<file path="src/hdl/assert_macros.svh">
// Assertion macros used by the top-level RTL file of the keyed-removal queue.
`ifndef ASSERT_MACROS_SVH
`define ASSERT_MACROS_SVH

// Checks a property on every rising clk edge while reset is released.
`define ASSERT_CLK(label, prop, msg) \
    label: assert property (@(posedge clk) disable iff (!rst_n) (prop)) \
        else $error(msg);

// Checks a property that always holds, reset included.
`define ASSERT_ALWAYS(label, prop, msg) \
    label: assert property (@(posedge clk) (prop)) else $error(msg);

`endif

</file>
<file path="src/hdl/fwkr_pkg.sv">
// Package of the keyed-removal queue: sizes, codes and item types.
`default_nettype none
package fwkr_pkg;

    localparam int QUEUE_DEPTH = 16;
    localparam int IDX_W = (QUEUE_DEPTH > 1) ? $clog2(QUEUE_DEPTH) : 1;
    localparam int CNT_W = $clog2(QUEUE_DEPTH + 1);

    localparam logic [1:0] OP_PUSH   = 2'd0;
    localparam logic [1:0] OP_POP    = 2'd1;
    localparam logic [1:0] OP_PEEK   = 2'd2;
    localparam logic [1:0] OP_REMOVE = 2'd3;

    localparam logic [1:0] ST_OK    = 2'd0;
    localparam logic [1:0] ST_EMPTY = 2'd1;
    localparam logic [1:0] ST_FULL  = 2'd2;

    typedef struct packed {
        logic [1:0]         operation;
        logic [31:0]        key_index;
        logic [31:0]        version;
        logic signed [31:0] value;
        logic [31:0]        dest_addr;
        logic [15:0]        dest_port;
        logic [31:0]        sent_seconds;
        logic [19:0]        sent_microseconds;
    } in_item_t;

    typedef struct packed {
        logic [1:0]         status;
        logic               found;
        logic [31:0]        out_key_index;
        logic [31:0]        out_version;
        logic signed [31:0] out_value;
        logic [31:0]        out_dest_addr;
        logic [15:0]        out_dest_port;
        logic [31:0]        out_sent_seconds;
        logic [19:0]        out_sent_microseconds;
        logic [4:0]         occupancy;
    } out_item_t;

    typedef struct packed {
        logic [31:0]        key_index;
        logic [31:0]        version;
        logic signed [31:0] value;
        logic [31:0]        dest_addr;
        logic [15:0]        dest_port;
        logic [31:0]        sent_seconds;
        logic [19:0]        sent_microseconds;
    } entry_t;

    // Per-cell control from the queue controller.
    typedef struct packed {
        logic occupied;
        logic load;
        logic pop;
        logic remove;
    } cell_ctrl_t;

endpackage
`default_nettype wire

</file>
<file path="src/hdl/fwkr_cell.sv">
// One queue cell: holds an entry, compares it against a remove key and shifts.
`default_nettype none
module fwkr_cell (
    input  wire logic                clk,
    input  wire fwkr_pkg::cell_ctrl_t ctrl,
    input  wire fwkr_pkg::entry_t    new_entry,
    input  wire fwkr_pkg::entry_t    next_entry,
    input  wire logic [31:0]         search_key,
    input  wire logic [31:0]         search_version,
    input  wire logic                hit_in,
    output fwkr_pkg::entry_t         entry,
    output logic                     hit_out
);

    fwkr_pkg::entry_t entry_reg;
    fwkr_pkg::entry_t entry_next;
    logic             match;

    assign match = ctrl.occupied && (entry_reg.key_index == search_key)
                   && (entry_reg.version <= search_version);

    // Once a match sits at or ahead of this cell, this cell takes its
    // neighbor's entry, which closes the gap left by the removed one.
    assign hit_out = hit_in | match;

    always_comb
    begin
        entry_next = entry_reg;
        if (ctrl.load)
        begin
            entry_next = new_entry;
        end
        else if (ctrl.pop || (ctrl.remove && hit_out))
        begin
            entry_next = next_entry;
        end
    end

    always_ff @(posedge clk)
    begin
        entry_reg <= entry_next;
    end

    assign entry = entry_reg;

endmodule
`default_nettype wire

</file>
<file path="src/hdl/fifo_with_keyed_removal.sv">
// Top level of the ordered queue with keyed removal, built as a row of cells.
//
//  Channel   Signals                     Handshake
//  --------  --------------------------  ----------------------------------
//  command   start, busy, request        taken when start is high, busy low
//  result    done, result                valid for one cycle while done high
//
// All cells compare and shift in the cycle in which an item is taken, and the
// registered result appears on the cycle after the item is taken.
// busy stays low, so a new item may be given in every cycle.
// Reset empties the queue; the entry payload is not cleared.
// The receiver cannot stall; each result is shown for exactly one cycle.
`default_nettype none
`include "assert_macros.svh"
module fifo_with_keyed_removal (
    input  wire logic               clk,
    input  wire logic               rst_n,
    input  wire logic               start,
    output logic                    busy,
    input  wire fwkr_pkg::in_item_t request,
    output logic                    done,
    output fwkr_pkg::out_item_t     result
);

    localparam int D = fwkr_pkg::QUEUE_DEPTH;

    logic [fwkr_pkg::CNT_W-1:0] count_reg;
    logic [fwkr_pkg::CNT_W-1:0] count_next;
    logic                       done_reg;
    fwkr_pkg::out_item_t        result_reg;
    fwkr_pkg::out_item_t        result_next;

    fwkr_pkg::entry_t     entries [D];
    fwkr_pkg::cell_ctrl_t ctrl    [D];
    logic [D:0]           hit;
    fwkr_pkg::entry_t     new_entry;

    logic accept;
    logic is_push;
    logic is_pop;
    logic is_peek;
    logic is_remove;
    logic empty;
    logic full;
    logic found;

    assign busy   = 1'b0;
    assign accept = start && !busy;

    assign is_push   = accept && (request.operation == fwkr_pkg::OP_PUSH);
    assign is_pop    = accept && (request.operation == fwkr_pkg::OP_POP);
    assign is_peek   = accept && (request.operation == fwkr_pkg::OP_PEEK);
    assign is_remove = accept && (request.operation == fwkr_pkg::OP_REMOVE);

    assign empty = (count_reg == '0);
    assign full  = (count_reg == fwkr_pkg::CNT_W'(D));

    assign new_entry.key_index         = request.key_index;
    assign new_entry.version           = request.version;
    assign new_entry.value             = request.value;
    assign new_entry.dest_addr         = request.dest_addr;
    assign new_entry.dest_port         = request.dest_port;
    assign new_entry.sent_seconds      = request.sent_seconds;
    assign new_entry.sent_microseconds = request.sent_microseconds;

    assign hit[0] = 1'b0;

    for (genvar i = 0; i < D; i++)
    begin : g_cell
        fwkr_pkg::entry_t nbr;

        if (i == D - 1)
        begin : g_last
            assign nbr = entries[i];
        end
        else
        begin : g_mid
            assign nbr = entries[i+1];
        end

        assign ctrl[i].occupied = (fwkr_pkg::CNT_W'(i) < count_reg);
        assign ctrl[i].load     = is_push && !full && (fwkr_pkg::CNT_W'(i) == count_reg);
        assign ctrl[i].pop      = is_pop && !empty;
        assign ctrl[i].remove   = is_remove;

        fwkr_cell u_cell (
            .clk            (clk),
            .ctrl           (ctrl[i]),
            .new_entry      (new_entry),
            .next_entry     (nbr),
            .search_key     (request.key_index),
            .search_version (request.version),
            .hit_in         (hit[i]),
            .entry          (entries[i]),
            .hit_out        (hit[i+1])
        );
    end

    assign found = is_remove && hit[D];

    always_comb
    begin
        count_next = count_reg;
        if (is_push && !full)
        begin
            count_next = count_reg + 1'b1;
        end
        else if ((is_pop && !empty) || found)
        begin
            count_next = count_reg - 1'b1;
        end
    end

    always_comb
    begin
        result_next        = '0;
        result_next.found  = found;
        if (is_push && full)
        begin
            result_next.status = fwkr_pkg::ST_FULL;
        end
        else if ((is_pop || is_peek) && empty)
        begin
            result_next.status = fwkr_pkg::ST_EMPTY;
        end
        else if (is_pop || is_peek)
        begin
            result_next.out_key_index         = entries[0].key_index;
            result_next.out_version           = entries[0].version;
            result_next.out_value             = entries[0].value;
            result_next.out_dest_addr         = entries[0].dest_addr;
            result_next.out_dest_port         = entries[0].dest_port;
            result_next.out_sent_seconds      = entries[0].sent_seconds;
            result_next.out_sent_microseconds = entries[0].sent_microseconds;
        end
        result_next.occupancy = 5'(count_next);
    end

    always_ff @(posedge clk or negedge rst_n)
    begin
        if (!rst_n)
        begin
            count_reg <= '0;
            done_reg  <= 1'b0;
        end
        else
        begin
            count_reg <= count_next;
            done_reg  <= accept;
        end
    end

    always_ff @(posedge clk)
    begin
        result_reg <= result_next;
    end

    assign done   = done_reg;
    assign result = result_reg;

    `ASSERT_CLK(a_count_bound, count_reg <= fwkr_pkg::CNT_W'(D), "entry count above depth")
    `ASSERT_CLK(a_done_follows, accept |=> done, "accepted item gave no result")
    `ASSERT_CLK(a_found_remove, done && result.found |-> $past(request.operation) == fwkr_pkg::OP_REMOVE, "found set outside remove")
    `ASSERT_CLK(a_push_grows, is_push && !full |=> count_reg == $past(count_reg) + 1'b1, "push did not grow queue")

endmodule
`default_nettype wire

</file>
<file path="config.mk">
export PLATFORM = sky130hd
export DESIGN_NAME = fifo_with_keyed_removal
export DESIGN_NICKNAME = d
export VERILOG_FILES = /design/src/hdl/fwkr_pkg.sv /design/src/hdl/fwkr_cell.sv /design/src/hdl/fifo_with_keyed_removal.sv
export VERILOG_INCLUDE_DIRS = /design/src /design/src/hdl
export SDC_FILE = /design/constraint.sdc
export NUM_CORES = 2
export LEC_CHECK = 0
export ABC_AREA = 1
export BUFFER_PORTS_ARGS = -buffer_cell sky130_fd_sc_hd__buf_2
export CAP_MARGIN = 5
export CORE_MARGIN = 2
export CORE_UTILIZATION = 45
export CTS_CLUSTER_DIAMETER = 50
export DETAILED_ROUTE_END_ITERATION = 6
export PLACE_DENSITY = 0.73
export SLEW_MARGIN = 20
export SYNTH_ARGS = -nofsm -noshare
export SYNTH_HDL_FRONTEND = slang
export SYNTH_HIERARCHICAL = 1
export SYNTH_SLANG_ARGS = --single-unit
</file>
<file path="constraint.sdc">
create_clock -name clk -period 8.1 [get_ports clk]
set_input_delay 0.81 -clock clk [delete_from_list [all_inputs] [get_ports clk]]
set_output_delay 0.81 -clock clk [all_outputs]
set_load 0.005 [all_outputs]
</file>
After elaboration in Yosys (flattened, before gate mapping)
Index checks and enable logic that the tools add are counted.
{ "op_classes": {"n_addsub": 2, "n_lt_le_gt_ge": 32, "n_eq_ne": 35, "mux": 33, "bitwise": 16, "n_reduce_logical": 109} }
{ "op_table": {"columns": ["operator", "n"], "rows": [
  ["196-bit two-way mux", 30],
  ["32-bit == test", 16],
  ["32-bit <= comparator", 16],
  ["1-bit logical AND", 72],
  ["4-bit by 5-bit == test with 1-bit output (first input constant)", 8],
  ["4-bit by 5-bit < comparator with 1-bit output (first input constant)", 8],
  ["2-bit nonzero test", 15],
  ["3-bit by 5-bit == test with 1-bit output (first input constant)", 4],
  ["3-bit by 5-bit < comparator with 1-bit output (first input constant)", 4],
  ["1-bit logical OR", 17],
  ["1-bit bitwise OR", 15],
  ["2-bit by 5-bit == test with 1-bit output (first input constant)", 2],
  ["1-bit by 5-bit < comparator with 1-bit output (first input constant)", 2],
  ["2-bit by 5-bit < comparator with 1-bit output (first input constant)", 2],
  ["5-bit two-way mux", 2],
  ["5-bit by 1-bit adder with 5-bit output (second input constant)", 1],
  ["1-bit by 5-bit == test with 1-bit output (first input constant)", 1],
  ["5-bit == test (second input constant)", 1],
  ["5-bit zero test", 1],
  ["5-bit by 1-bit subtractor with 5-bit output (second input constant)", 1],
  ["2-bit == test (second input constant)", 2],
  ["3-bit OR reduction", 1],
  ["2-bit by 1-bit == test with 1-bit output (second input constant)", 1],
  ["1-bit zero test", 2],
  ["3 further kinds", 3]
]} }
{ "totals": {"register_bits": 3346, "in_bits": 201, "output_inout_bits": 206} }

Logic depth before layout (Yosys ltp)
{ "depth": {"depth_word": 22, "depth_mapped": 52, "ltp_nobuf": 52} }

Modules after synthesis
The synthesis kept the hierarchy.
{ "by_module_without_submodules": {"columns": ["mod", "n_inst", "cells_per_inst", "area_each_um2", "seq_area_each_um2"], "rows": [
  ["fwkr_cell at g_cell[0].u_cell ...", 9, 661, 9660.5, 5885.6],
  ["fwkr_cell at g_cell[3].u_cell ...", 7, 660, 9664.3, 5885.6],
  ["fifo_with_keyed_removal", 1, 760, 6545.0, 4234.1]
]} }

Worst setup path after synthesis
Ideal clock, no wire load.
{ "synth_path": {"kind": "in2reg", "start": "input port request[155] in the netlist's numbering", "end": "register g_cell[15].u_cell.entry_reg, in the netlist g_cell[15].u_cell/entry[0], enable pin", "t_arrival_ps": 6494, "required_time_ps": 6535, "path_slack_ps": 41, "cell_stages": 43, "path_buffers": 0, "path_cell_list": "inv_1 > ha_1 > nand2_1 > nor2_2 > nand4_1 > nor2_2 > nand2_1 > nand2_1 > nand2_1 > nand2_1 > nand2_2 > inv_1 > nand2_2 > inv_1 > nand2_2 > inv_1 > nand2_2 > inv_1 > (+7 left out) > inv_1 > nand2_2 > inv_1 > nand2_2 > inv_1 > nand2_2 > inv_1 > nand2_2 > inv_1 > nand2_2 > inv_1 > nand2_2 > inv_1 > nand2_2 > inv_1 > nand2_2 > nand2_1 > nand2_1"} }
{ "synth_lines": {"columns": ["element", "line", "source"], "rows": [
  ["start: declaration", "fifo_with_keyed_removal.sv:20", "input wire fwkr_pkg::in_item_t request,"],
  ["end signal: assignment", "fwkr_cell.sv:41", "entry_reg <= entry_next;"],
  ["end: declaration", "fwkr_cell.sv:15", "fwkr_pkg::entry_t entry_reg;"]
]} }

Final worst setup path
{ "layout_path": {"start": "register count_reg[1] in the netlist's numbering", "end": "register g_cell[15].u_cell.entry_reg, in the netlist g_cell[15].u_cell/entry[130], enable pin"} }
{ "layout_via": {"elab_chain_len": 4, "word_cells_on_any_way": 5} }
{ "layout_lines": {"columns": ["element", "line", "source"], "rows": [
  ["start: declaration", "fifo_with_keyed_removal.sv:27", "logic [fwkr_pkg::CNT_W-1:0] count_reg;"],
  ["start signal: assignment", "fifo_with_keyed_removal.sv:148", "count_reg <= count_next;"],
  ["5-bit == test", "fifo_with_keyed_removal.sv:56", "assign full = (count_reg == fwkr_pkg::CNT_W'(D));"],
  ["1-bit zero test", "fifo_with_keyed_removal.sv:82", "assign ctrl[i].load = is_push && !full && (fwkr_pkg::CNT_W'(i) == count_reg);"],
  ["1-bit logical AND", "fifo_with_keyed_removal.sv:82", null],
  ["1-bit logical AND (*)", "fifo_with_keyed_removal.sv:82", null]
]} }
Every way passes the cells marked *; elsewhere a longest branch is shown, timed or not.
A chain may end at the register's enable or synchronous reset.

==> impl_results.md <==
* Final antenna-violating net count at 0
* Setup TNS at 0 ns
* Most common cell on crit path: inv_1
* Top-count cell post-synth: edfxtp_1
* Final Hold Viols at 0
* WHS Path Cells at 1
* Crit path arrival time at 5.92 ns
* Power per cell area at 246 nW/um^2
* Worst Path Required at 8.66 ns
* VDD IR-drop max at 0.202 mV
* H-tree Lvls at 5
* Worst Clk Skew at 0.0632 ns
* Vias in the first global route at 92.6k
* Failing checks: max-slew violations
* Nets at 12.6k
* Die Width at 602 microns
* Fmax at 187 MHz
* Kind of critical path: reg -> reg
* Final non-filler cell total at 17.0k
* HPWL after DPL at 249 mm
* Largest area contributor in the netlist: edfxtp_1
* P&R area growth vs syn at 12.1%
* Worst min path class: in -> reg
* Relative slew slack at -0.0943
* Async S/R FF share, synth at 0.00179
* CTS clk-pin slew, worst paths at 0.06 ns
* CTS tree: done
* First-pass GRT wire length at 592 mm
* Core ar. at 356000 sq um
* Hold path startpoint: start
* Final setup viols at 0
* Post-DP Area at 167000 sq um
* Largest net degree at the start of global routing at 122
* R2r setup slk at 2.74 ns
* Ratio of cells with drive above 1 in the final layout at 0.264
* Outcome: complete, but fails checks
* Clock latency on the worst-skew pair at 0.97 ns
* Number of max-cap violations at 0
* Drt wl/cell at 23.3 microns
* I/O Pins at 407
* Gr ovfl total at 0
* Critical Path End Type: flip-flop
* Top_reg_cell synth: edfxtp_1
* Post-synth EDFFs at 3136
* Min cycle time layout at 5.36 ns
* Largest register FFs at 3136
* # clock sinks at 3346
* Final wirelength at 396 mm
* Initial DRC count at 7034
* DRC at 0
* Hold Worst Slack at 0.0880 ns
* Seq/Total Area, Yosys at 0.611
* Setup WS post-layout at 2.74 ns
* Area share of the largest cell type after synthesis at 0.584
* Inserted Clock Buffers at 395
* Post-Place Worst Slack at 2.11 ns
* Total GRT Usage at 0.213
* WHS Endpoint: done
* CP max stage cell: dfrtp_1
* Synthesized area at 161000 sq um
* DR pass1 iterations at 6
* Root buf cell: clkbuf_16
* Core Rows at 219
* Period utilization at 0.661
* Via density at 5.43
* Synth warnings at 6
* Yosys reg bits at 3346
* Netlist cell types at 40
* Buffers added on ports at 405
* Pin slew with the least headroom to its limit at 1.64 ns
* Die Y at 602 microns
* Worst stage delay on the critical path at 0.59 ns
* Area contributors post-synth: edfxtp_1 (58%), mux2_2 (13%), mux2_1 (8.6%), ha_1 (4.0%), inv_1 (2.8%)
* Largest buffer count on any clock path at 4
* Die area at 363000 sq um
* FF-to-FF Start: count_reg[1]
* Leak at 0.0676 uW
* Post-synth top cells: edfxtp_1 (3136), mux2_2 (1911), mux2_1 (1225), inv_1 (1187), nand2_1 (1160)
* Pins Over Slew Limit at 38
* Cts repair resizes at 0
* Worst-path maximum fanout at 32
* Syn Area/Cell at 14.2 sq um
* GPL Wtd Cong at 0.864
* Placed cells at 16.3k
* Design Area, Final at 181000 sq um
* CP Launch Type: flip-flop
* Initial antenna violation count at 55
* Starting density of the core at 0.452
* RSZ-0062 raised after global routing: false
* Vias at 92.4k
* Cell count after synthesis at 11.3k
* Reg2Reg Depth at 42
* Crit Reg-Reg Endpoint: g_cell[15].u_cell/entry[130]
stage by stage:
step | util | total power [uW]
CTS | 0.507 | 44800
detailed placement | 0.470 | 27000
finish | 0.507 | 44400
floorplan | - | 25200
global route | 0.507 | 46000
global placement | 0.470 | 26900
power breakdown:
group	switching [uW]	internal [uW]	leakage [uW]	total, uW
clock	7280	10500	0.00639	17800
combinational	3160	1830	0.0304	4990
sequential	633	21000	0.0308	21600
cell usage in the layout (no fill, tap or decap), types with 48 or more instances in the layout:
master     instances
mux2_2          1911
buf_4            108
xnor2_1           80
nor2_1           564
clkbuf_1          68
nand2_1         1144
mux2_1          1225
o21ai_0           90
nand4_1           50
clkbuf_16        410
inv_1           1187
dfxtp_1          204
a21oi_1          193
nand3_1           86
buf_2            405
ha_1             517
o21ai_1           92
nor2_2            59
o22ai_1           48
xor2_1           114
clkinv_2          59
clkinv_1          63
edfxtp_1        3136
final cells by class:
class                      instances  area (sq um)
timing repair buffer             557          3710
clock inverter                   229          2230
inverter                        1209          4540
clock buffer                     504         10900
fill                           29800        176000
tap                             4751          5940
antenna                           23          57.6
sequential                      3346         98400
multi-input combinational       6395         54900
worst max-delay path: cells and delay by family, from the launching register on:
kind,cells,cell delay (ns)
adders and majority gates,1,0.22
DFF,1,0.59
and+or+nand+nor,21,2.42
AOI/OAI and AO/OA,2,0.19
buffers and inverters,18,1.48
kinds of logic after synthesis:
family | count (synthesis) | synth area share
AO/OA/AOI/OAI | 526 | 0.0186
XOR/XNOR | 194 | 0.0105
adder cells (fa/ha/maj) | 517 | 0.0401
buffers and inverters | 1589 | 0.0502
flip-flops | 3346 | 0.611
multiplexers | 3136 | 0.219
other | 1 | 0.0000233
AND/OR/NAND/NOR | 2020 | 0.0507
worst max path at each step:
stage                            start                      endpoint
after floorplan           request[155]    g_cell[15].u_cell/entry[0]
after global placement    request[135]   g_cell[15].u_cell/entry[83]
after detailed placement  request[139]   g_cell[15].u_cell/entry[77]
after CTS                 count_reg[1]  g_cell[15].u_cell/entry[130]
after global routing      count_reg[1]  g_cell[15].u_cell/entry[137]
final                     count_reg[1]  g_cell[15].u_cell/entry[130]
what timing repair did:
action / 4_1_cts / 5_1_grt
buffers inserted: 0 / 0
hold buffers: 1 / 0
endpoints found under the hold margin: 6 / 0
metal layers:
metal / GRT usage / wire length (microns) / vias up
met5: 0 / 168 / -
met3: 0.0302 / 22800 / 634
met2: 0.359 / 190000 / 2498
met4: 0.0683 / 13100 / 28
li1: - / - / 42000
met1: 0.284 / 169000 / 47200
No activity file was read; power rests on OpenSTA's default activity.
